==> src/hdl/crs_pkg.sv <==
`default_nettype none

package crs_pkg;

  // Channel store
  localparam int unsigned CHANNELS = 8;
  localparam int unsigned ChanW    = 3;
  localparam int unsigned ChanAw   = (CHANNELS > 1) ? $clog2(CHANNELS) : 1;

  // Field widths
  localparam int unsigned CountW   = 32;
  localparam int unsigned TimeW    = 32;
  localparam int unsigned TagW     = 16;
  localparam int unsigned ResW     = 16;
  localparam int unsigned StateW   = CountW + TimeW;

  // Packed stream widths
  localparam int unsigned InDataW  = 80;
  localparam int unsigned OutDataW = 64;

  // Fixed point: rate is Q32.8
  localparam int unsigned FracW    = 8;
  localparam int unsigned RateW    = CountW + FracW;
  localparam int unsigned Div2Steps = 16;

  // Configuration port
  localparam int unsigned CfgIdxW  = 2;
  localparam int unsigned CfgDataW = 32;

  typedef enum logic [CfgIdxW-1:0] {
    CfgMinSource = 2'd0,
    CfgMaxSource = 2'd1,
    CfgMinDest   = 2'd2,
    CfgMaxDest   = 2'd3
  } cfg_idx_e;

  localparam logic [31:0] MinSourceRst = 32'd0;
  localparam logic [31:0] MaxSourceRst = 32'd3000;
  localparam logic [15:0] MinDestRst   = 16'h0000;
  localparam logic [15:0] MaxDestRst   = 16'hFFFF;

endpackage

`default_nettype wire

==> src/hdl/crs_ram.sv <==
`default_nettype none

module crs_ram #(
  parameter int unsigned WIDTH = 64,
  parameter int unsigned DEPTH = 8,
  localparam int unsigned AW   = (DEPTH > 1) ? $clog2(DEPTH) : 1
) (
  input  wire logic             clk_i,
  input  wire logic             we_i,
  input  wire logic [AW-1:0]    waddr_i,
  input  wire logic [WIDTH-1:0] wdata_i,
  input  wire logic             re_i,
  input  wire logic [AW-1:0]    raddr_i,
  output logic      [WIDTH-1:0] rdata_o
);

  logic [WIDTH-1:0] mem_q [DEPTH];
  logic [WIDTH-1:0] rdata_q;

  always_ff @(posedge clk_i) begin
    if (we_i) begin
      mem_q[waddr_i] <= wdata_i;
    end
    if (re_i) begin
      rdata_q <= mem_q[raddr_i];
    end
  end

  assign rdata_o = rdata_q;

endmodule

`default_nettype wire

==> src/hdl/counter_rate_scaler.sv <==
`default_nettype none

// Counter rate scaler: turns per-channel counter samples into a rate and
// maps that rate linearly onto a 16-bit destination range.
//
// Input stream (s_axis): one sample per transfer, channel number on tuser.
// Output stream (m_axis): one result per sample, in sample order.
// Config channel (cfg_*): register index and data, always ready; write only
// while no sample is in flight.
//
// Timing: one sample at a time. The longest path from the input transfer to
// the result being offered runs through the channel store read, 40 steps of
// the bit-serial divider for the Q32.8 rate, the operand setup, split
// multiply, sum and range check, 16 divider steps for the mapping, the final
// clamp and the load of the output register. Elapsed time that is not
// positive, equal source bounds or a clamped result skip divider passes.
// The next sample is taken the cycle after the load; the shared
// one-bit-per-cycle divider sets the pace.
// If the receiver stalls, a finished result waits in the output register and
// the next one in the last state; no sample is accepted meanwhile.
// Reset clears the per-channel valid bits and restores the register defaults.

module counter_rate_scaler
  import crs_pkg::*;
(
  input  wire logic                clk_i,
  input  wire logic                rst_ni,
  // Input stream
  input  wire logic                s_axis_tvalid_i,
  output logic                     s_axis_tready_o,
  // tdata: raw_count[31:0], time_seconds[63:32], dest_register[79:64]
  input  wire logic [InDataW-1:0]  s_axis_tdata_i,
  // tuser: chan[2:0]
  input  wire logic [ChanW-1:0]    s_axis_tuser_i,
  // Output stream
  output logic                     m_axis_tvalid_o,
  input  wire logic                m_axis_tready_i,
  // tdata: scaled_rate[15:0], count_high[31:16], count_low[47:32],
  //        dest_register_out[63:48]
  output logic [OutDataW-1:0]      m_axis_tdata_o,
  // Configuration
  input  wire logic                cfg_valid_i,
  output logic                     cfg_ready_o,
  input  wire logic [CfgIdxW-1:0]  cfg_index_i,
  input  wire logic [CfgDataW-1:0] cfg_data_i
);

  typedef enum logic [3:0] {
    StIdle,
    StLoad,
    StDiv1,
    StMap,
    StMulLo,
    StMulHi,
    StSum,
    StCheck,
    StDiv2,
    StFinal,
    StOut
  } state_e;

  state_e state_q;

  // Configuration registers
  logic [31:0] min_source_q, max_source_q;
  logic [15:0] min_dest_q, max_dest_q;

  // Sample under work
  logic [ChanW-1:0]  chan_q;
  logic [CountW-1:0] count_q;
  logic [TimeW-1:0]  time_q;
  logic [TagW-1:0]   tag_q;

  // Shared divider
  logic [31:0]      rem_q;
  logic [RateW-1:0] num_q;
  logic [31:0]      dvsr_q;
  logic [5:0]       cnt_q;

  // Mapping
  logic [RateW-1:0] n0mag_q;
  logic [15:0]      dmag_q;
  logic             neg_q;
  logic             dneg_q;
  logic [35:0]      plo_q, phi_q;
  logic [55:0]      n_q;
  logic [ResW-1:0]  res_q;

  // Output register
  logic                m_tvalid_q;
  logic [OutDataW-1:0] m_tdata_q;
  logic                out_load;

  // Channel store
  logic [CHANNELS-1:0] vld_q;
  logic [StateW-1:0]   ram_rdata;
  logic                ram_re, ram_we;
  logic [ChanAw-1:0]   raddr, waddr;
  logic                chan_ok;

  logic              in_xfer;
  logic [CountW-1:0] prev_count;
  logic [TimeW-1:0]  prev_time;
  logic [CountW-1:0] dcount;
  logic [TimeW-1:0]  dtime;

  // Divider step
  logic [32:0] div_t, div_diff;
  logic        div_ge;

  // Mapping helpers
  logic signed [41:0] num0;
  logic signed [16:0] dspan;
  logic signed [32:0] sdiff;
  logic        over;
  logic [15:0] quo;
  logic        rem_nz;

  assign in_xfer         = s_axis_tvalid_i & s_axis_tready_o;
  assign s_axis_tready_o = (state_q == StIdle);
  assign cfg_ready_o     = 1'b1;
  assign m_axis_tvalid_o = m_tvalid_q;
  assign m_axis_tdata_o  = m_tdata_q;
  assign out_load        = (state_q == StOut) && (!m_tvalid_q || m_axis_tready_i);

  assign raddr   = s_axis_tuser_i[ChanAw-1:0];
  assign waddr   = chan_q[ChanAw-1:0];
  assign ram_re  = in_xfer;
  assign chan_ok = (32'(chan_q) < 32'(CHANNELS));
  assign ram_we  = (state_q == StLoad) && chan_ok;

  crs_ram #(
    .WIDTH(StateW),
    .DEPTH(CHANNELS)
  ) u_store (
    .clk_i  (clk_i),
    .we_i   (ram_we),
    .waddr_i(waddr),
    .wdata_i({time_q, count_q}),
    .re_i   (ram_re),
    .raddr_i(raddr),
    .rdata_o(ram_rdata)
  );

  always_comb begin
    // never-written or out-of-range channels read as the reset values
    if (chan_ok && vld_q[waddr]) begin
      prev_count = ram_rdata[CountW-1:0];
      prev_time  = ram_rdata[StateW-1:CountW];
    end else begin
      prev_count = '0;
      prev_time  = '0;
    end
    dcount = count_q - prev_count;
    dtime  = time_q - prev_time;
  end

  always_comb begin
    div_t    = {rem_q, num_q[RateW-1]};
    div_diff = div_t - {1'b0, dvsr_q};
    div_ge   = (div_t >= {1'b0, dvsr_q});
  end

  always_comb begin
    num0   = $signed({2'b00, num_q}) - $signed({2'b00, min_source_q, 8'h00});
    dspan  = $signed({1'b0, max_dest_q}) - $signed({1'b0, min_dest_q});
    sdiff  = $signed({1'b0, max_source_q}) - $signed({1'b0, min_source_q});
    over   = (n_q[55:24] >= dvsr_q);
    quo    = num_q[15:0];
    rem_nz = (rem_q != '0) || (n_q[7:0] != '0);
  end

  always_ff @(posedge clk_i or negedge rst_ni) begin
    if (!rst_ni) begin
      state_q      <= StIdle;
      min_source_q <= MinSourceRst;
      max_source_q <= MaxSourceRst;
      min_dest_q   <= MinDestRst;
      max_dest_q   <= MaxDestRst;
      vld_q        <= '0;
      chan_q       <= '0;
      count_q      <= '0;
      time_q       <= '0;
      tag_q        <= '0;
      rem_q        <= '0;
      num_q        <= '0;
      dvsr_q       <= '0;
      cnt_q        <= '0;
      n0mag_q      <= '0;
      dmag_q       <= '0;
      neg_q        <= 1'b0;
      dneg_q       <= 1'b0;
      plo_q        <= '0;
      phi_q        <= '0;
      n_q          <= '0;
      res_q        <= '0;
      m_tvalid_q   <= 1'b0;
      m_tdata_q    <= '0;
    end else begin
      if (cfg_valid_i) begin
        unique case (cfg_idx_e'(cfg_index_i))
          CfgMinSource: min_source_q <= cfg_data_i;
          CfgMaxSource: max_source_q <= cfg_data_i;
          CfgMinDest:   min_dest_q   <= cfg_data_i[15:0];
          CfgMaxDest:   max_dest_q   <= cfg_data_i[15:0];
        endcase
      end

      if (out_load) begin
        m_tvalid_q <= 1'b1;
      end else if (m_tvalid_q && m_axis_tready_i) begin
        m_tvalid_q <= 1'b0;
      end

      unique case (state_q)
        StIdle: begin
          if (in_xfer) begin
            chan_q  <= s_axis_tuser_i;
            count_q <= s_axis_tdata_i[31:0];
            time_q  <= s_axis_tdata_i[63:32];
            tag_q   <= s_axis_tdata_i[79:64];
            state_q <= StLoad;
          end
        end
        StLoad: begin
          if (chan_ok) begin
            vld_q[waddr] <= 1'b1;
          end
          // elapsed time positive only when now > previous (unsigned)
          if (time_q > prev_time) begin
            num_q   <= {dcount, {FracW{1'b0}}};
            rem_q   <= '0;
            dvsr_q  <= dtime;
            cnt_q   <= 6'(RateW - 1);
            state_q <= StDiv1;
          end else begin
            num_q   <= '0;
            state_q <= StMap;
          end
        end
        StDiv1, StDiv2: begin
          rem_q <= div_ge ? div_diff[31:0] : div_t[31:0];
          num_q <= {num_q[RateW-2:0], div_ge};
          cnt_q <= cnt_q - 6'd1;
          if (cnt_q == '0) begin
            state_q <= (state_q == StDiv1) ? StMap : StFinal;
          end
        end
        StMap: begin
          if (max_source_q == min_source_q) begin
            res_q   <= min_dest_q;
            state_q <= StOut;
          end else begin
            n0mag_q <= num0[41] ? RateW'(-num0) : num0[RateW-1:0];
            dmag_q  <= dspan[16] ? 16'(-dspan) : dspan[15:0];
            dneg_q  <= dspan[16];
            dvsr_q  <= sdiff[32] ? 32'(-sdiff) : sdiff[31:0];
            neg_q   <= num0[41] ^ dspan[16] ^ sdiff[32];
            state_q <= StMulLo;
          end
        end
        StMulLo: begin
          plo_q   <= n0mag_q[19:0] * dmag_q;
          state_q <= StMulHi;
        end
        StMulHi: begin
          phi_q   <= n0mag_q[39:20] * dmag_q;
          state_q <= StSum;
        end
        StSum: begin
          n_q     <= {phi_q, 20'h00000} + {20'h00000, plo_q};
          state_q <= StCheck;
        end
        StCheck: begin
          priority if (neg_q && (n_q != '0)) begin
            res_q   <= min_dest_q;
            state_q <= StOut;
          end else if (dneg_q) begin
            // inverted destination range: whatever the branch above lets through clamps high
            res_q   <= max_dest_q;
            state_q <= StOut;
          end else if (dmag_q == '0) begin
            res_q   <= min_dest_q;
            state_q <= StOut;
          end else if (over) begin
            res_q   <= max_dest_q;
            state_q <= StOut;
          end else begin
            // quotient of (n >> 8) / span fits 16 bits here
            rem_q   <= n_q[55:24];
            num_q   <= {n_q[23:8], 24'h000000};
            cnt_q   <= 6'(Div2Steps - 1);
            state_q <= StDiv2;
          end
        end
        StFinal: begin
          if ((quo > dmag_q) || ((quo == dmag_q) && rem_nz)) begin
            res_q <= max_dest_q;
          end else begin
            res_q <= min_dest_q + quo;
          end
          state_q <= StOut;
        end
        StOut: begin
          if (out_load) begin
            m_tdata_q  <= {tag_q, count_q[15:0], count_q[31:16], res_q};
            state_q    <= StIdle;
          end
        end
        default: state_q <= StIdle;
      endcase
    end
  end

endmodule

`default_nettype wire
==> config.mk <==
export PLATFORM = sky130hd
export DESIGN_NAME = counter_rate_scaler
export DESIGN_NICKNAME = d
export VERILOG_FILES = /design/src/hdl/crs_pkg.sv /design/src/hdl/crs_ram.sv /design/src/hdl/counter_rate_scaler.sv
export SDC_FILE = /design/constraint.sdc
export NUM_CORES = 2
export LEC_CHECK = 0
export ABC_AREA = 1
export BUFFER_PORTS_ARGS = -buffer_cell sky130_fd_sc_hd__clkbuf_2
export CAP_MARGIN = 20
export CORE_ASPECT_RATIO = 2
export CORE_MARGIN = 5
export CORE_UTILIZATION = 45
export DETAILED_ROUTE_END_ITERATION = 8
export GPL_TIMING_DRIVEN = 0
export HOLD_SLACK_MARGIN = 0.02
export PLACE_DENSITY = 0.68
export SLEW_MARGIN = 10
export SYNTH_ARGS = -nofsm -noshare
export SYNTH_HDL_FRONTEND = slang
export SYNTH_SLANG_ARGS = --single-unit
==> constraint.sdc <==
create_clock -name clk_i -period 20.5 [get_ports clk_i]
set_input_delay 2.05 -clock clk_i [delete_from_list [all_inputs] [get_ports clk_i]]
set_output_delay 2.05 -clock clk_i [all_outputs]
set_load 0.01 [all_outputs]
==> results.md <==
* Mapped Cells at 9919
* Fmax at 124 MHz
* Max cap viols at 0
* Mapped Area at 82300 µm²
* CTS tree: built
* Global-route wire length before repair at 458 mm
* Worst Path Class, Setup: register to register
* Worst Skew at 0.0306 ns
* Share of post-route cells with drive strength above 1 at 0.0611
* CP required at 21.12 ns
* Seq/Total Area, Yosys at 0.383
* Core area at 182000 µm²
* Final worst path period share at 0.395
* GRT Total Usage at 0.321
* Buffers and inverters on the worst path at 6
* Number of global-route vias before repair at 73700
* Final-report hold violation count at 0
* Worst Tran Pin Value at 1.26 ns
* Deepest clock path buffer count at 3
* Grt total ovfl at 0
* CP Cell Sequence: clkbuf_1, clkbuf_1, nand2_1, fa_1, fa_1, inv_1, fa_1, fa_1, fa_1, inv_1, fa_1, inv_1, ha_1, a21oi_1, inv_1, a31oi_1, a21boi_0, o21ai_1, a21boi_0, o21ai_0, or2_1, nand3_1, nand2_1
* Post-Syn Nets at 11000
* Commonest non-fill, non-tap cell in the layout: nand2_1
* Max-slew violations at 0
* Die Height at 615 µm
* Cts repair resizes at 0
* Drt pass-1 iters at 9
* Post-CTS Setup Bufs at 0
* DP HPWL at 262 mm
* Root buffer cell: clkbuf_16
* TNS Setup at 0 ns
* Placed cells at 12500
* Post-synth top flop: edfxtp_1
* Nature of the critical path startpoint: register
* Crit-path max FO at 10
* Worst Setup SP: dmag_q[3]$_DFFE_PN0P_
* Syn avg cell area at 8.29 µm²
* Worst path most repeated cell: fa_1
* Num ports at 189
* R2r startpoint: dmag_q[3]$_DFFE_PN0P_
* Register bit total from synthesis at 1144
* Clk_lat worst skew at 0.74 ns
* Port Buffer Count at 187
* Post-Route WL at 316 mm
* Slowest-stage cell, CP: clkbuf_1
* Critical Path End Type: register
* Warnings from Yosys at 0
* Residual DRC at 0
* GPL Wtd Cong at 1.06
* Number of CTS-inserted buffers at 95
* ANT nets after route at 0
* Fin nets at 11400
* Syn-to-layout area delta at 10.1%
* Die W at 312 µm
* RSZ-0062 raised after global routing: no
* Via count at 70000
* CP arrival at 8.71 ns
* Via-to-Cell Ratio at 5.50
* Die area at 192000 µm²
* Most frequent cells in the layout: nand2_1, inv_1, nor2_1
* Post-Layout Cell Count at 12700
* Synth area leader: edfxtp_1
* Largest net degree at the start of global routing at 108
* DR iter-0 viols at 5010
* Starting Density at 0.451
* Max stage delay on crit path at 0.88 ns
* FP Rows at 222
* Top-area cell type share of the netlist area at 0.210
* Initial antenna violation count at 10
* Hold Crit Class: register to register
* Clock transition at path regs at 0.07 ns
* Min Tclk post-route at 8.10 ns
* Slew margin rel. at 0.153
* Post-synth EDFFs at 576
* Netlist cell types at 65
* Final setup vio count at 0
* H-tree depth at 3
* Main area contributors after synthesis: edfxtp_1, dfrtp_1, fa_1
* Fraction of registers with async set/reset at 0.497
* Status: finished clean
* # clock sinks at 1144
* Cts hold-fix bufs at 0
* Routed len/inst at 24.8 µm
* Crit path max-delay family: adder cells
* Hold_sp: vld_q[0]$_DFFE_PN0P_
## through the flow
stage / hold WS (ns) / instance area, µm² / utilization / worst slack [ns]
2_1_floorplan: 0.424 / 82300 / - / 12.60
3_3_place_gp: 0.440 / 86100 / 0.472 / 3.87
3_5_place_dp: 0.444 / 87200 / 0.478 / 12.66
4_1_cts: 0.462 / 90400 / 0.496 / 12.62
5_1_grt: 0.476 / 90500 / 0.496 / 12.23
6_report: 0.461 / 90600 / 0.496 / 12.40
## worst paths after layout
kind / end / slack (ns) / cells after the start
worst max-delay path: plo_q[26]$_DFFE_PN0P_ / 12.40 / 23
worst min register to register: vld_q[0]$_DFFE_PN0P_ / 0.46 / 2
max in group asynchronous: n_q[4]$_DFFE_PN0P_ / 17.60 / 4
worst min-delay path: vld_q[0]$_DFFE_PN0P_ / 0.46 / 2
worst max register to register: plo_q[26]$_DFFE_PN0P_ / 12.40 / 23
min in group asynchronous: time_q[13]$_DFFE_PN0P_ / 1.16 / 1
## synth_stat cells (30+ instances only)
cell type and instances:
or2_2 35, fa_1 508, xnor2_1 106, nor4_1 42, nand4_1 70, inv_1 1519, clkbuf_1 358, o22ai_1 77
dfrtp_1 545, ha_1 475, nand2_1 2465, nor2_1 907, nand3b_1 37, a21oi_1 383, a21o_1 33, nor3_1 64
mux2_2 39, buf_2 30, a31oi_1 111, o21ai_0 876, xor2_1 107, nand3_1 273, edfxtp_1 576
## cell families (layout without fill, tap and decap cells)
group           after synthesis  in the layout  synth area share
buf+inv                    1944           2394            0.0896
simple gates               3952           3952             0.194
mux                          39             39           0.00534
fa+ha+maj                   983            983             0.196
xor+xnor                    214            214            0.0229
compound gates             1642           1642             0.108
other cells                   1              5         0.0000456
flops                      1144           1144             0.383
## layout make-up
| class | count | area (µm²) |
|---|---|---|
| clock buffers | 124 | 2670 |
| clock inverters | 55 | 618 |
| multi-input cells | 6831 | 43400 |
| fillers | 17500 | 91900 |
| repair buffers | 271 | 2000 |
| plain buffers | 415 | 1640 |
| inverters | 1529 | 5740 |
| diodes | 4 | 10.0 |
| flip-flops and latches | 1144 | 31500 |
| well taps | 2352 | 2940 |
## state kept, by name (all words and copies together), names as in the netlist, 36 cells and up
name / cells
num_q: 40
plo_q: 36
phi_q: 36
n0mag_q: 40
u_store.mem_q: 512
u_store.rdata_o: 64
m_axis_tdata_o: 64
n_q: 56
## per-layer routing
| layer | track usage | up-vias | part of all wire |
|---|---|---|---|
| li1 | - | 32500 | - |
| met3 | 0.0367 | 1230 | 0.041 |
| met2 | 0.608 | 2637 | 0.53 |
| met1 | 0.278 | 33600 | 0.30 |
| met4 | 0.330 | 8 | 0.13 |
| met5 | 0 | - | 0.00018 |
## worst register-to-register path: cells and delay by family (launching register included)
family,cells,cell delay (ns)
AO/OA/AOI/OAI,6,1.94
adder cells (fa/ha/maj),7,3.49
buffers and inverters,6,1.72
flip-flops,1,0.32
AND/OR/NAND/NOR,4,0.51
Power is left out: the tool's default activity adds up to more than one toggle a clock period on the data nets, which glitch-free logic cannot reach.
